--- config.mk ---
export PLATFORM = sky130hd
export DESIGN_NAME = sexpr_reader_tokenizer_core
export DESIGN_NICKNAME = d
export VERILOG_FILES = /design/src/rtl/core/srt_pkg.sv /design/src/rtl/core/sexpr_reader_tokenizer_core.sv /design/src/rtl/core/srt_ram.sv /design/src/rtl/core/srt_front.sv /design/src/rtl/core/srt_queue.sv /design/src/rtl/core/srt_back.sv
export SDC_FILE = /design/constraint.sdc
export NUM_CORES = 1
export LEC_CHECK = 0
export BUFFER_PORTS_ARGS = -buffer_cell sky130_fd_sc_hd__buf_2
export CAP_MARGIN = 0
export CELL_PAD_IN_SITES_DETAIL_PLACEMENT = 2
export CELL_PAD_IN_SITES_GLOBAL_PLACEMENT = 2
export CORE_MARGIN = 5
export CORE_UTILIZATION = 30
export CTS_CLUSTER_DIAMETER = 40
export DETAILED_ROUTE_END_ITERATION = 8
export PLACE_DENSITY_LB_ADDON = 0.1
export SLEW_MARGIN = 30
export SYNTH_ARGS = -nofsm -noshare
export SYNTH_HDL_FRONTEND = slang
export SYNTH_SLANG_ARGS = --single-unit
--- constraint.sdc ---
create_clock -name clk -period 4.3 [get_ports clk]
set_input_delay 0.215 -clock clk [delete_from_list [all_inputs] [get_ports clk]]
set_output_delay 0.215 -clock clk [all_outputs]
set_load 0.005 [all_outputs]
--- src/rtl/core/srt_pkg.sv ---
// Shared types, codes and the byte classifier of the S-expression tokenizer.
package srt_pkg;

	// event codes
	localparam logic [2:0] EV_BYTE  = 3'd0;
	localparam logic [2:0] EV_SYM   = 3'd1;
	localparam logic [2:0] EV_NUM   = 3'd2;
	localparam logic [2:0] EV_STR   = 3'd3;
	localparam logic [2:0] EV_OPEN  = 3'd4;
	localparam logic [2:0] EV_CLOSE = 3'd5;
	localparam logic [2:0] EV_END   = 3'd6;
	localparam logic [2:0] EV_ERR   = 3'd7;

	// list kinds
	localparam logic [2:0] K_PAREN   = 3'd0;
	localparam logic [2:0] K_VECTOR  = 3'd1;
	localparam logic [2:0] K_MAP     = 3'd2;
	localparam logic [2:0] K_QUOTE   = 3'd3;
	localparam logic [2:0] K_QUASI   = 3'd4;
	localparam logic [2:0] K_UNQUOTE = 3'd5;

	// error codes
	localparam logic [2:0] ERR_NONE       = 3'd0;
	localparam logic [2:0] ERR_MISMATCH   = 3'd1;
	localparam logic [2:0] ERR_UNMATCHED  = 3'd2;
	localparam logic [2:0] ERR_OPEN_AT_END = 3'd3;
	localparam logic [2:0] ERR_OVERFLOW   = 3'd4;

	// characters
	localparam logic [7:0] CH_NUL     = 8'h00;
	localparam logic [7:0] CH_TAB     = 8'h09;
	localparam logic [7:0] CH_LF      = 8'h0A;
	localparam logic [7:0] CH_CR      = 8'h0D;
	localparam logic [7:0] CH_SPACE   = 8'h20;
	localparam logic [7:0] CH_DQUOTE  = 8'h22;
	localparam logic [7:0] CH_SQUOTE  = 8'h27;
	localparam logic [7:0] CH_LPAREN  = 8'h28;
	localparam logic [7:0] CH_RPAREN  = 8'h29;
	localparam logic [7:0] CH_PLUS    = 8'h2B;
	localparam logic [7:0] CH_COMMA   = 8'h2C;
	localparam logic [7:0] CH_MINUS   = 8'h2D;
	localparam logic [7:0] CH_DOT     = 8'h2E;
	localparam logic [7:0] CH_0       = 8'h30;
	localparam logic [7:0] CH_9       = 8'h39;
	localparam logic [7:0] CH_SEMI    = 8'h3B;
	localparam logic [7:0] CH_LBRACK  = 8'h5B;
	localparam logic [7:0] CH_BSLASH  = 8'h5C;
	localparam logic [7:0] CH_RBRACK  = 8'h5D;
	localparam logic [7:0] CH_BTICK   = 8'h60;
	localparam logic [7:0] CH_LBRACE  = 8'h7B;
	localparam logic [7:0] CH_RBRACE  = 8'h7D;
	localparam logic [7:0] CH_TILDE   = 8'h7E;

	// head classes kept for the number test
	localparam logic [1:0] HC_OTHER = 2'd0;
	localparam logic [1:0] HC_DIGIT = 2'd1;
	localparam logic [1:0] HC_DOT   = 2'd2;
	localparam logic [1:0] HC_SIGN  = 2'd3;

	localparam int unsigned OUT_TDATA_W = 16;

	typedef enum logic [2:0] {
		CLS_OTHER  = 3'd0,
		CLS_END    = 3'd1,
		CLS_OPEN   = 3'd2,
		CLS_CLOSE  = 3'd3,
		CLS_SEMI   = 3'd4,
		CLS_DQUOTE = 3'd5,
		CLS_BSLASH = 3'd6,
		CLS_SEP    = 3'd7
	} cls_t;

	typedef struct packed {
		logic [7:0] text_byte;
		cls_t       cls;
		logic [2:0] kind;
		logic       nl;
		logic [1:0] hc;
	} item_t;

	typedef enum logic [5:0] {
		MODE_SPACE   = 6'b000001,
		MODE_SYMBOL  = 6'b000010,
		MODE_STRING  = 6'b000100,
		MODE_ESCAPE  = 6'b001000,
		MODE_COMMENT = 6'b010000,
		MODE_ERROR   = 6'b100000
	} mode_t;

	typedef enum logic [4:0] {
		ST_DISPATCH = 5'b00001,
		ST_PFX      = 5'b00010,
		ST_OPEN     = 5'b00100,
		ST_CLOSE    = 5'b01000,
		ST_END      = 5'b10000
	} seq_t;

	typedef enum logic [1:0] {
		AFT_NONE  = 2'd0,
		AFT_OPEN  = 2'd1,
		AFT_CLOSE = 2'd2
	} after_t;

	function automatic item_t classify(input logic [7:0] b);
		item_t it;
		it.text_byte = b;
		it.cls       = CLS_OTHER;
		it.kind      = K_PAREN;
		it.nl        = (b == CH_LF) || (b == CH_CR);
		case (b) inside
			[CH_0:CH_9]:       it.hc = HC_DIGIT;
			CH_DOT:            it.hc = HC_DOT;
			CH_PLUS, CH_MINUS: it.hc = HC_SIGN;
			default:           it.hc = HC_OTHER;
		endcase
		case (b) inside
			CH_NUL:    it.cls = CLS_END;
			CH_LPAREN: begin it.cls = CLS_OPEN;  it.kind = K_PAREN;   end
			CH_LBRACK: begin it.cls = CLS_OPEN;  it.kind = K_VECTOR;  end
			CH_LBRACE: begin it.cls = CLS_OPEN;  it.kind = K_MAP;     end
			CH_SQUOTE: begin it.cls = CLS_OPEN;  it.kind = K_QUOTE;   end
			CH_BTICK:  begin it.cls = CLS_OPEN;  it.kind = K_QUASI;   end
			CH_TILDE:  begin it.cls = CLS_OPEN;  it.kind = K_UNQUOTE; end
			CH_RPAREN: begin it.cls = CLS_CLOSE; it.kind = K_PAREN;   end
			CH_RBRACK: begin it.cls = CLS_CLOSE; it.kind = K_VECTOR;  end
			CH_RBRACE: begin it.cls = CLS_CLOSE; it.kind = K_MAP;     end
			CH_SEMI:   it.cls = CLS_SEMI;
			CH_DQUOTE: it.cls = CLS_DQUOTE;
			CH_BSLASH: it.cls = CLS_BSLASH;
			CH_COMMA, CH_SPACE, [CH_TAB:CH_CR]: it.cls = CLS_SEP;
			default:   it.cls = CLS_OTHER;
		endcase
		return it;
	endfunction

endpackage

--- src/rtl/core/sexpr_reader_tokenizer_core.sv ---
// Top level of the S-expression tokenizer: front end, item queue, back end.
//
//  channel  dir  signals                      payload
//  s_*      in   s_tvalid s_tready s_tdata    text_byte
//  m_*      out  m_tvalid m_tready m_tdata    event_res, value, error_code; m_tlast = last
//
// A byte passes the front register and the two-entry queue, then the back sequencer.
// The back sequencer emits its events one at a time; some steps emit none. A close bracket
// first pops any prefix lists above it and emits their closes, then pops its own list in a
// silent step and emits its close; later prefix closes are emitted as the next list pops.
// Reset clears mode, stack level and token length; the stack memory is not cleared.
// A held event with m_tready low freezes the sequencer; the queue fills and s_tready drops.
module sexpr_reader_tokenizer_core import srt_pkg::*; #(
	parameter int STACK_DEPTH = 32
) (
	input  logic                   clk,
	input  logic                   arst_n,
	input  logic                   s_tvalid,
	output logic                   s_tready,
	input  logic [7:0]             s_tdata,   // [7:0] text_byte
	output logic                   m_tvalid,
	input  logic                   m_tready,
	output logic [OUT_TDATA_W-1:0] m_tdata,   // [2:0] event_res, [10:3] value,
	                                          // [13:11] error_code, [15:14] zero
	output logic                   m_tlast
);

	logic  fq_valid, fq_ready;
	item_t fq_item;
	logic  qb_valid, qb_ready;
	item_t qb_item;

	srt_front u_front (
		.clk      (clk),
		.arst_n   (arst_n),
		.s_tvalid (s_tvalid),
		.s_tready (s_tready),
		.s_tdata  (s_tdata),
		.q_valid  (fq_valid),
		.q_ready  (fq_ready),
		.q_item   (fq_item)
	);

	srt_queue u_queue (
		.clk       (clk),
		.arst_n    (arst_n),
		.in_valid  (fq_valid),
		.in_ready  (fq_ready),
		.in_item   (fq_item),
		.out_valid (qb_valid),
		.out_ready (qb_ready),
		.out_item  (qb_item)
	);

	srt_back #(
		.STACK_DEPTH (STACK_DEPTH)
	) u_back (
		.clk      (clk),
		.arst_n   (arst_n),
		.q_valid  (qb_valid),
		.q_ready  (qb_ready),
		.q_item   (qb_item),
		.m_tvalid (m_tvalid),
		.m_tready (m_tready),
		.m_tdata  (m_tdata),
		.m_tlast  (m_tlast)
	);

endmodule

--- src/rtl/core/srt_ram.sv ---
// Generic single-port-write RAM with registered read.
module srt_ram #(
	parameter int WIDTH = 3,
	parameter int DEPTH = 32
) (
	input  logic                     clk,
	input  logic                     wr_en,
	input  logic [$clog2(DEPTH)-1:0] wr_addr,
	input  logic [WIDTH-1:0]         wr_data,
	input  logic [$clog2(DEPTH)-1:0] rd_addr,
	output logic [WIDTH-1:0]         rd_data
);

	logic [WIDTH-1:0] mem_q [DEPTH];
	logic [WIDTH-1:0] rd_data_q;

	always_ff @(posedge clk) begin
		if (wr_en) begin
			mem_q[wr_addr] <= wr_data;
		end
		rd_data_q <= mem_q[rd_addr];
	end

	assign rd_data = rd_data_q;

endmodule

--- src/rtl/core/srt_front.sv ---
// Front end: accepts text bytes and registers their classification.
module srt_front import srt_pkg::*; (
	input  logic       clk,
	input  logic       arst_n,
	input  logic       s_tvalid,
	output logic       s_tready,
	input  logic [7:0] s_tdata,   // [7:0] text_byte
	output logic       q_valid,
	input  logic       q_ready,
	output item_t      q_item
);

	logic  valid_s1;
	item_t item_s1;

	assign s_tready = !valid_s1 || q_ready;
	assign q_valid  = valid_s1;
	assign q_item   = item_s1;

	always_ff @(posedge clk or negedge arst_n) begin
		if (!arst_n) begin
			valid_s1 <= 1'b0;
		end else if (s_tready) begin
			valid_s1 <= s_tvalid;
		end
	end

	always_ff @(posedge clk) begin
		if (s_tvalid && s_tready) begin
			item_s1 <= classify(s_tdata);
		end
	end

endmodule

--- src/rtl/core/srt_queue.sv ---
// Two-entry queue of classified items between front and back end.
module srt_queue import srt_pkg::*; (
	input  logic  clk,
	input  logic  arst_n,
	input  logic  in_valid,
	output logic  in_ready,
	input  item_t in_item,
	output logic  out_valid,
	input  logic  out_ready,
	output item_t out_item
);

	item_t      slot_q [2];
	logic       wr_ptr_q;
	logic       rd_ptr_q;
	logic [1:0] count_q;
	logic       wr;
	logic       rd;

	assign in_ready  = (count_q != 2'd2);
	assign out_valid = (count_q != 2'd0);
	assign out_item  = slot_q[rd_ptr_q];
	assign wr        = in_valid && in_ready;
	assign rd        = out_valid && out_ready;

	always_ff @(posedge clk or negedge arst_n) begin
		if (!arst_n) begin
			wr_ptr_q <= 1'b0;
			rd_ptr_q <= 1'b0;
			count_q  <= 2'd0;
		end else begin
			if (wr) begin
				wr_ptr_q <= ~wr_ptr_q;
			end
			if (rd) begin
				rd_ptr_q <= ~rd_ptr_q;
			end
			if (wr && !rd) begin
				count_q <= count_q + 2'd1;
			end else if (rd && !wr) begin
				count_q <= count_q - 2'd1;
			end
		end
	end

	always_ff @(posedge clk) begin
		if (wr) begin
			slot_q[wr_ptr_q] <= in_item;
		end
	end

endmodule

--- src/rtl/core/srt_back.sv ---
// Back end: lexer mode, bracket stack and event sequencer with output register.
module srt_back import srt_pkg::*; #(
	parameter int STACK_DEPTH = 32
) (
	input  logic                   clk,
	input  logic                   arst_n,
	input  logic                   q_valid,
	output logic                   q_ready,
	input  item_t                  q_item,
	output logic                   m_tvalid,
	input  logic                   m_tready,
	output logic [OUT_TDATA_W-1:0] m_tdata,
	output logic                   m_tlast
);

	localparam int LW = $clog2(STACK_DEPTH + 1);
	localparam int AW = $clog2(STACK_DEPTH);

	seq_t       st_q, st_d;
	mode_t      mode_q, mode_d;
	after_t     after_q, after_d, tail_aft;
	logic [2:0] pk_q, pk_d;
	logic [LW-1:0] level_q;
	logic [1:0] len_q;
	logic [1:0] head_q [0:2];
	logic [2:0] top_q;
	logic       stale_q;
	logic [2:0] rd_data;
	logic [2:0] top;
	logic [AW-1:0] rd_addr;

	logic       m_tvalid_q;
	logic [OUT_TDATA_W-1:0] out_data_q;
	logic       out_last_q;

	logic       go;
	logic       ev_valid, ev_last;
	logic [2:0] ev_code, ev_err;
	logic [7:0] ev_value;
	logic       q_pop, push, pop_stk, restart, rec_sym, new_sym, clr_len, tok_end;
	logic       is_sym, pfx_top, is_num, ends_tok;
	logic [1:0] h0, h1, h2;
	logic [2:0] tok_code;
	mode_t      tok_mode;

	assign go  = !m_tvalid_q || m_tready;
	assign top = stale_q ? rd_data : top_q;

	// read the entry below the top so a pop can refill the cached top
	assign rd_addr = (level_q >= LW'(2)) ? AW'(level_q - LW'(2)) : '0;

	srt_ram #(
		.WIDTH (3),
		.DEPTH (STACK_DEPTH)
	) u_stack (
		.clk     (clk),
		.wr_en   (go && push),
		.wr_addr (level_q[AW-1:0]),
		.wr_data (q_item.kind),
		.rd_addr (rd_addr),
		.rd_data (rd_data)
	);

	assign h0 = (len_q > 2'd0) ? head_q[0] : HC_OTHER;
	assign h1 = (len_q > 2'd1) ? head_q[1] : HC_OTHER;
	assign h2 = (len_q > 2'd2) ? head_q[2] : HC_OTHER;
	assign is_num = (h0 == HC_DIGIT) ||
	                (h0 == HC_DOT && h1 == HC_DIGIT) ||
	                (h0 == HC_SIGN && (h1 == HC_DIGIT || (h1 == HC_DOT && h2 == HC_DIGIT)));

	assign is_sym   = (mode_q == MODE_SYMBOL);
	assign pfx_top  = (level_q != '0) && (top >= K_QUOTE);
	assign tok_code = is_sym ? (is_num ? EV_NUM : EV_SYM) : EV_STR;
	assign ends_tok = is_sym && (q_item.cls == CLS_SEMI || q_item.cls == CLS_DQUOTE ||
	                             q_item.cls == CLS_OPEN || q_item.cls == CLS_CLOSE ||
	                             q_item.cls == CLS_SEP);

	always_comb begin
		case (q_item.cls)
			CLS_SEMI:   tok_mode = MODE_COMMENT;
			CLS_DQUOTE: tok_mode = MODE_STRING;
			default:    tok_mode = MODE_SPACE;
		endcase
	end

	always_comb begin
		ev_valid = 1'b0;
		ev_code  = EV_BYTE;
		ev_value = '0;
		ev_err   = ERR_NONE;
		ev_last  = 1'b0;
		q_pop    = 1'b0;
		push     = 1'b0;
		pop_stk  = 1'b0;
		restart  = 1'b0;
		rec_sym  = 1'b0;
		new_sym  = 1'b0;
		clr_len  = 1'b0;
		tok_end  = 1'b0;
		tail_aft = AFT_NONE;
		st_d     = st_q;
		mode_d   = mode_q;
		after_d  = after_q;
		pk_d     = pk_q;

		unique case (st_q)
			ST_DISPATCH: begin
				if (q_valid) begin
					if (q_item.cls == CLS_END) begin
						if (mode_q != MODE_ERROR && (level_q != '0 ||
						    mode_q == MODE_STRING || mode_q == MODE_ESCAPE)) begin
							ev_valid = 1'b1;
							ev_code  = EV_ERR;
							ev_err   = ERR_OPEN_AT_END;
							st_d     = ST_END;
						end else if (mode_q == MODE_SYMBOL) begin
							ev_valid = 1'b1;
							ev_code  = tok_code;
							st_d     = ST_END;
						end else begin
							ev_valid = 1'b1;
							ev_code  = EV_END;
							ev_last  = 1'b1;
							restart  = 1'b1;
							q_pop    = 1'b1;
						end
					end else begin
						unique case (mode_q)
							MODE_ERROR: q_pop = 1'b1;
							MODE_COMMENT: begin
								if (q_item.nl) begin
									mode_d = MODE_SPACE;
								end
								q_pop = 1'b1;
							end
							MODE_ESCAPE: begin
								ev_valid = 1'b1;
								ev_value = q_item.text_byte;
								ev_last  = 1'b1;
								mode_d   = MODE_STRING;
								q_pop    = 1'b1;
							end
							MODE_STRING: begin
								if (q_item.cls == CLS_DQUOTE) begin
									ev_valid = 1'b1;
									ev_code  = EV_STR;
									mode_d   = MODE_SPACE;
									tok_end  = 1'b1;
								end else if (q_item.cls == CLS_BSLASH) begin
									mode_d = MODE_ESCAPE;
									q_pop  = 1'b1;
								end else begin
									ev_valid = 1'b1;
									ev_value = q_item.text_byte;
									ev_last  = 1'b1;
									q_pop    = 1'b1;
								end
							end
							MODE_SPACE, MODE_SYMBOL: begin
								if (ends_tok) begin
									ev_valid = 1'b1;
									ev_code  = tok_code;
									mode_d   = tok_mode;
									clr_len  = (q_item.cls == CLS_DQUOTE);
									tok_end  = 1'b1;
									if (q_item.cls == CLS_OPEN) begin
										tail_aft = AFT_OPEN;
									end else if (q_item.cls == CLS_CLOSE) begin
										tail_aft = AFT_CLOSE;
									end
								end else begin
									case (q_item.cls)
										CLS_SEMI: begin
											mode_d = MODE_COMMENT;
											q_pop  = 1'b1;
										end
										CLS_DQUOTE: begin
											mode_d  = MODE_STRING;
											clr_len = 1'b1;
											q_pop   = 1'b1;
										end
										CLS_SEP:   q_pop = 1'b1;
										CLS_OPEN:  st_d = ST_OPEN;
										CLS_CLOSE: st_d = ST_CLOSE;
										default: begin
											ev_valid = 1'b1;
											ev_value = q_item.text_byte;
											ev_last  = 1'b1;
											rec_sym  = 1'b1;
											new_sym  = !is_sym;
											mode_d   = MODE_SYMBOL;
											q_pop    = 1'b1;
										end
									endcase
								end
							end
							default: q_pop = 1'b1;
						endcase
					end
				end
			end
			ST_OPEN: begin
				ev_valid = 1'b1;
				ev_last  = 1'b1;
				q_pop    = 1'b1;
				st_d     = ST_DISPATCH;
				if (level_q >= LW'(STACK_DEPTH)) begin
					ev_code = EV_ERR;
					ev_err  = ERR_OVERFLOW;
					mode_d  = MODE_ERROR;
				end else begin
					push     = 1'b1;
					ev_code  = EV_OPEN;
					ev_value = {5'd0, q_item.kind};
				end
			end
			ST_CLOSE: begin
				if (pfx_top) begin
					pop_stk = 1'b1;
					pk_d    = top;
					after_d = AFT_CLOSE;
					st_d    = ST_PFX;
				end else if (level_q == '0 || top != q_item.kind) begin
					ev_valid = 1'b1;
					ev_code  = EV_ERR;
					ev_err   = (level_q == '0) ? ERR_UNMATCHED : ERR_MISMATCH;
					ev_last  = 1'b1;
					mode_d   = MODE_ERROR;
					q_pop    = 1'b1;
					st_d     = ST_DISPATCH;
				end else begin
					pop_stk = 1'b1;
					pk_d    = q_item.kind;
					after_d = AFT_NONE;
					st_d    = ST_PFX;
				end
			end
			ST_PFX: begin
				// emit the popped close once the new top tells whether more follow
				ev_valid = 1'b1;
				ev_code  = EV_CLOSE;
				ev_value = {5'd0, pk_q};
				if (pfx_top) begin
					pop_stk = 1'b1;
					pk_d    = top;
				end else begin
					case (after_q)
						AFT_OPEN:  st_d = ST_OPEN;
						AFT_CLOSE: st_d = ST_CLOSE;
						default: begin
							ev_last = 1'b1;
							q_pop   = 1'b1;
							st_d    = ST_DISPATCH;
						end
					endcase
				end
			end
			ST_END: begin
				ev_valid = 1'b1;
				ev_code  = EV_END;
				ev_last  = 1'b1;
				restart  = 1'b1;
				q_pop    = 1'b1;
				st_d     = ST_DISPATCH;
			end
			default: st_d = ST_DISPATCH;
		endcase

		// after a token end: close pending prefix lists, then any bracket step
		if (tok_end) begin
			after_d = tail_aft;
			if (pfx_top) begin
				pop_stk = 1'b1;
				pk_d    = top;
				st_d    = ST_PFX;
			end else begin
				case (tail_aft)
					AFT_OPEN:  st_d = ST_OPEN;
					AFT_CLOSE: st_d = ST_CLOSE;
					default: begin
						ev_last = 1'b1;
						q_pop   = 1'b1;
					end
				endcase
			end
		end
	end

	assign q_ready = go && q_pop;

	always_ff @(posedge clk or negedge arst_n) begin
		if (!arst_n) begin
			st_q       <= ST_DISPATCH;
			mode_q     <= MODE_SPACE;
			after_q    <= AFT_NONE;
			pk_q       <= K_PAREN;
			level_q    <= '0;
			len_q      <= 2'd0;
			stale_q    <= 1'b0;
			m_tvalid_q <= 1'b0;
		end else begin
			if (go) begin
				st_q       <= st_d;
				mode_q     <= restart ? MODE_SPACE : mode_d;
				after_q    <= after_d;
				pk_q       <= pk_d;
				m_tvalid_q <= ev_valid;
				if (restart || clr_len) begin
					len_q <= 2'd0;
				end else if (rec_sym) begin
					if (new_sym) begin
						len_q <= 2'd1;
					end else if (len_q != 2'd3) begin
						len_q <= len_q + 2'd1;
					end
				end
				if (restart) begin
					level_q <= '0;
				end else if (push) begin
					level_q <= level_q + LW'(1);
				end else if (pop_stk) begin
					level_q <= level_q - LW'(1);
				end
			end
			if (go && push) begin
				stale_q <= 1'b0;
			end else if (go && pop_stk) begin
				stale_q <= 1'b1;
			end else begin
				stale_q <= 1'b0;
			end
		end
	end

	always_ff @(posedge clk) begin
		if (go && push) begin
			top_q <= q_item.kind;
		end else if (!(go && pop_stk) && stale_q) begin
			// capture the refilled top before the read address moves on
			top_q <= rd_data;
		end
		if (go && rec_sym) begin
			if (new_sym) begin
				head_q[0] <= q_item.hc;
			end else if (len_q != 2'd3) begin
				head_q[len_q] <= q_item.hc;
			end
		end
		if (go && ev_valid) begin
			out_data_q <= {2'b00, ev_err, ev_value, ev_code};
			out_last_q <= ev_last;
		end
	end

	assign m_tvalid = m_tvalid_q;
	assign m_tdata  = out_data_q;
	assign m_tlast  = out_last_q;

	a_level_bound: assert property (@(posedge clk) disable iff (!arst_n)
		level_q <= LW'(STACK_DEPTH))
		else $error("bracket stack level past depth");

	a_pop_nonempty: assert property (@(posedge clk) disable iff (!arst_n)
		go && pop_stk |-> level_q != '0)
		else $error("pop from empty bracket stack");

	a_item_held: assert property (@(posedge clk) disable iff (!arst_n)
		st_q != ST_DISPATCH |-> q_valid)
		else $error("sequencer lost its item mid-sequence");

	a_end_is_last: assert property (@(posedge clk) disable iff (!arst_n)
		m_tvalid_q && out_data_q[2:0] == EV_END |-> out_last_q)
		else $error("text end transfer not marked last");

	a_error_quiet: assert property (@(posedge clk) disable iff (!arst_n)
		go && ev_valid && mode_q == MODE_ERROR |-> ev_code == EV_END)
		else $error("event emitted while dropping after error");

endmodule

# Yosys cells after proc, flatten, opt, wreduce, memory -nomap -nowiden
# Memory sizes are Yosys's and may differ from the RTL's. A register that Yosys moved wholly into a read port is not among the register bits.
# Cells that the tools add are included.
# word_totals
reg_bits	66
mem_count	3
ram_bits	136
out_inout_bits	19
word_cells	369
# classes
order_cmp	10
bitwise_logic	2
reduce_logical	69
n_eq_ne	60
n_addsub	6
n_mux	196
# mem_list
memory	words	width	rd	rd_clocked_by_memory_dff	wr	line_no	source
u_back.u_stack.mem_q	32	3	1	1	1	srt_ram.sv:14	logic [WIDTH-1:0] mem_q [DEPTH];
u_queue.slot_q	2	17	1	0	1	srt_queue.sv:13	item_t slot_q [2];
u_back.head_q	3	2	3	0	1	srt_back.sv:25	logic [1:0] head_q [0:2];
# ops
operator	count
two-way mux 3 bit	30
two-way mux 2 bit	42
equality test 8 x 6 -> 1 bit (second input constant)	10
two-way mux 6 bit	13
two-way mux 1 bit	71
equality test 8 x 7 -> 1 bit (second input constant)	7
two-way mux 5 bit	11
two-way mux 8 bit	6
case mux 8 bit (3 select lines)	2
case mux 6 bit (3 select lines)	2
case mux 5 bit (2 select lines)	3
case mux 6 bit (4 select lines)	1
logical AND 1 bit	19
equality test 8 x 4 -> 1 bit (second input constant)	2
OR reduction 2 bit	8
case mux 3 bit (5 select lines)	1
case mux 5 bit (3 select lines)	1
logical OR 1 bit	14
equality test 3 bit (second input constant)	4
case mux 3 bit (2 select lines)	2
OR reduction 3 bit	4
AND reduction 11 bit	1
equality test 2 x 1 -> 1 bit (second input constant)	5
equality test 2 bit (second input constant)	5
51 further kinds	79

# Logic depth before layout (Yosys ltp)
# An unclocked memory read counts as a cell.
# logic_depth
word_depth	22
ltp_mapped	14
ltp_nobuf	12

# Modules after synthesis
# Synthesis repeated with hierarchy kept, for this count alone.
# unflattened
cells_unflattened	766
area_unflattened_um2	9970.8
# modules_own_cells
mod	area_each_um2	n_inst	cells_each
srt_ram	3916.3	1	185
srt_back	3545.9	1	413
srt_queue	1473.9	1	71
srt_front	1034.7	1	97

# Worst setup path before layout
# OpenSTA, ideal clock, no wires.
# synth_path
kind	flip-flop to flip-flop
from	register u_back.st_q[4]
to	register u_queue.count_q[1]
required_time_ns	4.221
n_path_buf	1
slack_ns	1.134
path_stages_with_launch	13
t_arrival_ns	3.087
cell_sequence	dfrtp_1 or3_4 or3_1 buf_2 nor3_1 inv_1 ha_1 a32o_1 nand2_1 a311o_1 ha_1 nor2_1 xor2_1
# synth_between
elab_chain_cells	12
elab_cells_between_ends	22
classes_between	eq/ne: 7; mux: 7; reduce/logical: 8
# synth_lines
item	line_no	source
start: declaration	srt_back.sv:19	seq_t st_q, st_d;
start signal: assignment	srt_back.sv:303	st_q <= st_d;
equality test 5 x 1 -> 1 bit	srt_back.sv:106	unique case (st_q)
two-way mux 2 bit	srt_back.sv:106	
equality test 2 x 1 -> 1 bit or equality test 2 bit (tied branches)	srt_back.sv:277	case (tail_aft)
OR reduction 2 bit (no source line)	--	
two-way mux 1 bit	srt_back.sv:277	
two-way mux 1 bit	srt_back.sv:272	if (pfx_top) begin
two-way mux 1 bit (*)	srt_back.sv:270	if (tok_end) begin
logical AND 1 bit (*)	srt_back.sv:289	assign q_ready = go && q_pop;
logical AND 1 bit (*)	srt_queue.sv:24	assign rd = out_valid && out_ready;
zero test 1 bit	srt_queue.sv:38	if (wr && !rd) begin
logical AND 1 bit	srt_queue.sv:38	
two-way mux 2 bit or nonzero test 2 bit (tied branches)	--	
end signal: assignment	srt_queue.sv:39	count_q <= count_q + 2'd1;
end signal: assignment	srt_queue.sv:41	count_q <= count_q - 2'd1;
end: declaration	srt_queue.sv:16	logic [1:0] count_q;
# Mark *: on every way between the ends. The rest lies on a longest branch, timed or not.
# A chain may end at the register's enable or synchronous reset.

# Worst setup path after layout
# layout_path
from	register u_queue.rd_ptr_q
to	register u_queue.count_q[1]
# layout_between
elab_chain_cells	22
elab_cells_between_ends	50
classes_between	eq/ne: 9; mux: 26; reduce/logical: 14; memory: 1
# layout_lines
item	line_no	source
start: declaration	srt_queue.sv:15	logic rd_ptr_q;
start signal: assignment	srt_queue.sv:36	rd_ptr_q <= ~rd_ptr_q;
memory (2 x 17 bit) (*)	--	
equality test 3 bit, on equally long branches	srt_back.sv:74, srt_back.sv:144	
logical OR 1 bit (2 in a row)	srt_back.sv:74	assign ends_tok = is_sym && (q_item.cls == CLS_SEMI || q_item.cls == CLS_DQUOTE ||
logical OR 1 bit (2 in a row)	srt_back.sv:75	q_item.cls == CLS_OPEN || q_item.cls == CLS_CLOSE ||
logical AND 1 bit	srt_back.sv:74	
two-way mux 2 bit	srt_back.sv:160	if (ends_tok) begin
two-way mux 2 bit	srt_back.sv:128	unique case (mode_q)
two-way mux 2 bit	srt_back.sv:109	if (q_item.cls == CLS_END) begin
(+4 left out)	--	
two-way mux 1 bit	srt_back.sv:277	
two-way mux 1 bit	srt_back.sv:272	
two-way mux 1 bit (*)	srt_back.sv:270	
logical AND 1 bit (*)	srt_back.sv:289	
logical AND 1 bit (*)	srt_queue.sv:24	
zero test 1 bit	srt_queue.sv:38	
logical AND 1 bit	srt_queue.sv:38	
two-way mux 2 bit or nonzero test 2 bit (tied branches)	--	
# Marked as above.

==> results.toml <==
[route]
ant_nets = 0
drc = 0
drt_first_pass_iters = 4
wl_um = 30300
num_vias = 7125
vias_per_cell = 5.16
avgRoutedWirePerCell_um = 21.9
drtIter0Drc = 300

[worst_setup_path]
ff2ff_path_depth = 12
rr_startpoint = "u_queue.rd_ptr_q"
worstPathMaxFanout = 16
crit_required_ps = 4730
r2r_slack_ps = 650
crit_type = "flip-flop to flip-flop"
path_cells = "mux2i_1 > nand4_1 > nor3_1 > inv_1 > ha_1 > a32o_1 > nand2_1 > a311o_1 > ha_1 > xor2_1 > nor2_1 > xor2_1"
critPathLaunchType = "flip-flop"
end_kind = "flip-flop"
max_stage_delay_ps = 850
crit_path_top_delay_cell = "dfrtp_1"
arrival_ps = 4080
r2r-end = "u_queue.count_q[1]"

[cells_and_area]
post_route_cells_drive_above_1_share_pct = 15.0
multi_input_area_mm2 = 0.00358
area.sequential_mm2 = 0.00597
num-fill-cells = 3399
final_nets = 935
final_util_pct = 36.4
synthToLayoutAreaGrowth_pct = 20.3
layout_commonest_cell = "edfxtp_1"
layout_common_cells = "edfxtp_1, nand2_1, nor2_1, a21oi_1, clkbuf_16"
stdcell_count = 1381
antennaDiodeCount = 0

[synthesis]
syn_avg_cell_area_um2 = 11.4
synth-seq-cells = 205
synth_area_mm2 = 0.00982
synth_warnings = 0
synthArstFlopShare_pct = 15.1
ys_types = 82
ys.flop_type = "edfxtp_1"
synth-edff-count = 171
postSynthCellCount = 859
yosysSeqAreaShare_pct = 60.8

[die]
die_x_um = 191
initial_core_util_pct = 30.3
pin_count = 31
die_h_um = 191
num_rows = 66
die_area_mm2 = 0.0365
coreArea_mm2 = 0.0325

[global_routing]
overflow = 0
grt_pass1_wl_um = 47900
grt_pass1_vias = 7974
antenna_found_initial = 0
grt_max_degree = 34
grt_usage_pct = 16.9

[timing]
setup_tns_ps = 0
relSlewSlack_pct = 40.2
grt_setup_unrepaired = "false"
hold_viol_final = 0
min_period_over_period_pct = 84.9
max_freq_mhz = 274
skew_ps = 18.4
worst_pin_slew_ps = 897
period_minus_slack_ps = 3650
slew_violations = 0
fin_ws_ps = 650
setup_violations = 0

[cts]
worstSkewPairLatency_ps = 520
cts_tree = "built"
numCtsBuffers = 39
clkSinkCount = 205
clock_path_buffers = 3
cts_resized = 0
cts-root-buf = "clkbuf_16"
clk_pin_slew_ps = 50
cts_max_level = 2

[job]
drv_cap = 0

[place]
gp_congestion = 0.817
dpl.cell_count = 1306
pre_cts_slack_ps = 613
port_buffers = 28
place_hpwl_um = 21700

[worst_hold_path]
hold_path_end = "u_front.q_item[15]"
hold_class = "input port to flip-flop"
min_path_cells = 1
worstHoldStart = "s_tdata[6]"

[pwr]
power_density_mw_per_mm2 = 854
power_leakage_nw = 4.18
vdd_drop_max_v = 0.000347

[run_status]
status = "complete, no violations"
==> critical path: cells and delay by family, from the launching register on <==
family,cells,cell delay [ps]
AO/OA/AOI/OAI,2,520
multiplexers,1,430
adder cells (fa/ha/maj),2,590
AND/OR/NAND/NOR,4,780
flip-flops,1,850
XOR/XNOR,2,300
buffers and inverters,1,90
==> registers in the layout, indices dropped and copies added (netlist names), 2 cells and up <==
signal / cells
u_back.after_q: 2
u_back.head_q: 6
u_back.len_q: 2
u_back.level_q: 6
u_back.m_tdata: 14
u_back.mode_q: 6
u_back.pk_q: 3
u_back.st_q: 5
u_back.top_q: 3
u_back.u_stack.mem_q: 96
u_back.u_stack.rd_data: 3
u_front.q_item: 17
u_queue.count_q: 2
u_queue.slot_q: 34
==> how the worst max path moves through the flow <==
stage                     startpoint            endpoint  slack, ps  depth (start not counted)
floorplan             u_back.st_q[4]  u_queue.count_q[1]       1130                         12
global placement      u_back.st_q[4]  u_queue.count_q[1]        800                         12
detailed placement  u_queue.rd_ptr_q  u_queue.count_q[1]        610                         12
CTS                 u_queue.rd_ptr_q  u_queue.count_q[1]        610                         11
global route        u_queue.rd_ptr_q  u_queue.count_q[1]        310                         12
finish              u_queue.rd_ptr_q  u_queue.count_q[1]        650                         12
==> routing by layer <==
metal  GRT usage [%]  routed length, um
met5               0                  0
met4            5.06                808
met3            2.67                848
met2            30.2              15500
met1            21.1              13100
==> cell usage after synthesis, types with 9 or more instances <==
master	number	area share, %
o21ai_0	21	1.1
dfrtp_1	29	7.4
nor4_1	22	1.4
clkbuf_1	27	1.0
or3_1	10	0.64
ha_1	14	1.8
a211oi_1	17	1.3
nand3_1	20	1.0
xnor2_1	9	0.80
nor3_1	14	0.71
nor2_1	71	2.7
nand2_1	131	5.0
a21oi_1	52	2.6
nand4_1	10	0.64
nor2b_1	10	0.64
o21ai_1	16	0.82
and2_1	17	1.1
inv_1	21	0.80
buf_2	10	0.51
mux2i_1	24	2.4
edfxtp_1	171	52
a311oi_1	12	1.1
==> stage by stage <==
step / cell area (um2) / hold WS [ps] / power, mW
finish: 11800 / 57.1 / 10.1
global route: 11800 / 54.9 / 10.8
CTS: 11800 / 29.7 / 10.3
detailed placement: 10500 / 374 / 7.21
global placement: 10500 / 357 / 7.06
floorplan: 9830 / -80.6 / 5.68
==> area by class of cell <==
class	instances	share of cell area, %
Clock buffer	46	8.92
Clock inverter	26	2.20
Inverter	24	0.762
Multi-Input combinational cell	589	30.3
Sequential cell	205	50.5
Tap cell	442	4.68
Timing Repair Buffer	49	2.60
==> cells by family (layout without fill, tap and decap cells) <==
| kind of cell | count (synthesis) | after routing | synth area share [%] |
|---|---|---|---|
| buffers and inverters | 66 | 145 | 2.88 |
| AOI/OAI and AO/OA | 187 | 187 | 13.0 |
| muxes | 31 | 31 | 3.27 |
| and+or+nand+nor | 339 | 339 | 16.7 |
| xor gates and xnor gates | 15 | 15 | 1.34 |
| other | 1 | 2 | 0.0382 |
| DFF | 205 | 205 | 60.8 |
| adders and majority gates | 15 | 15 | 1.99 |
==> timing repair <==
item                                   in CTS  in global routing
setup buffers                               0                  0
hold buffers                                3                  0
endpoints found under the hold margin      31                  0
setup endpoints to repair                   0                  0
==> power by group <==
group / switching, mW / internal [mW] / total, mW
sequential: 0.336 / 2.77 / 3.11
clock: 1.08 / 1.91 / 2.99
combinational: 2.69 / 1.31 / 4.00
Power figures use the tool's default switching activity.
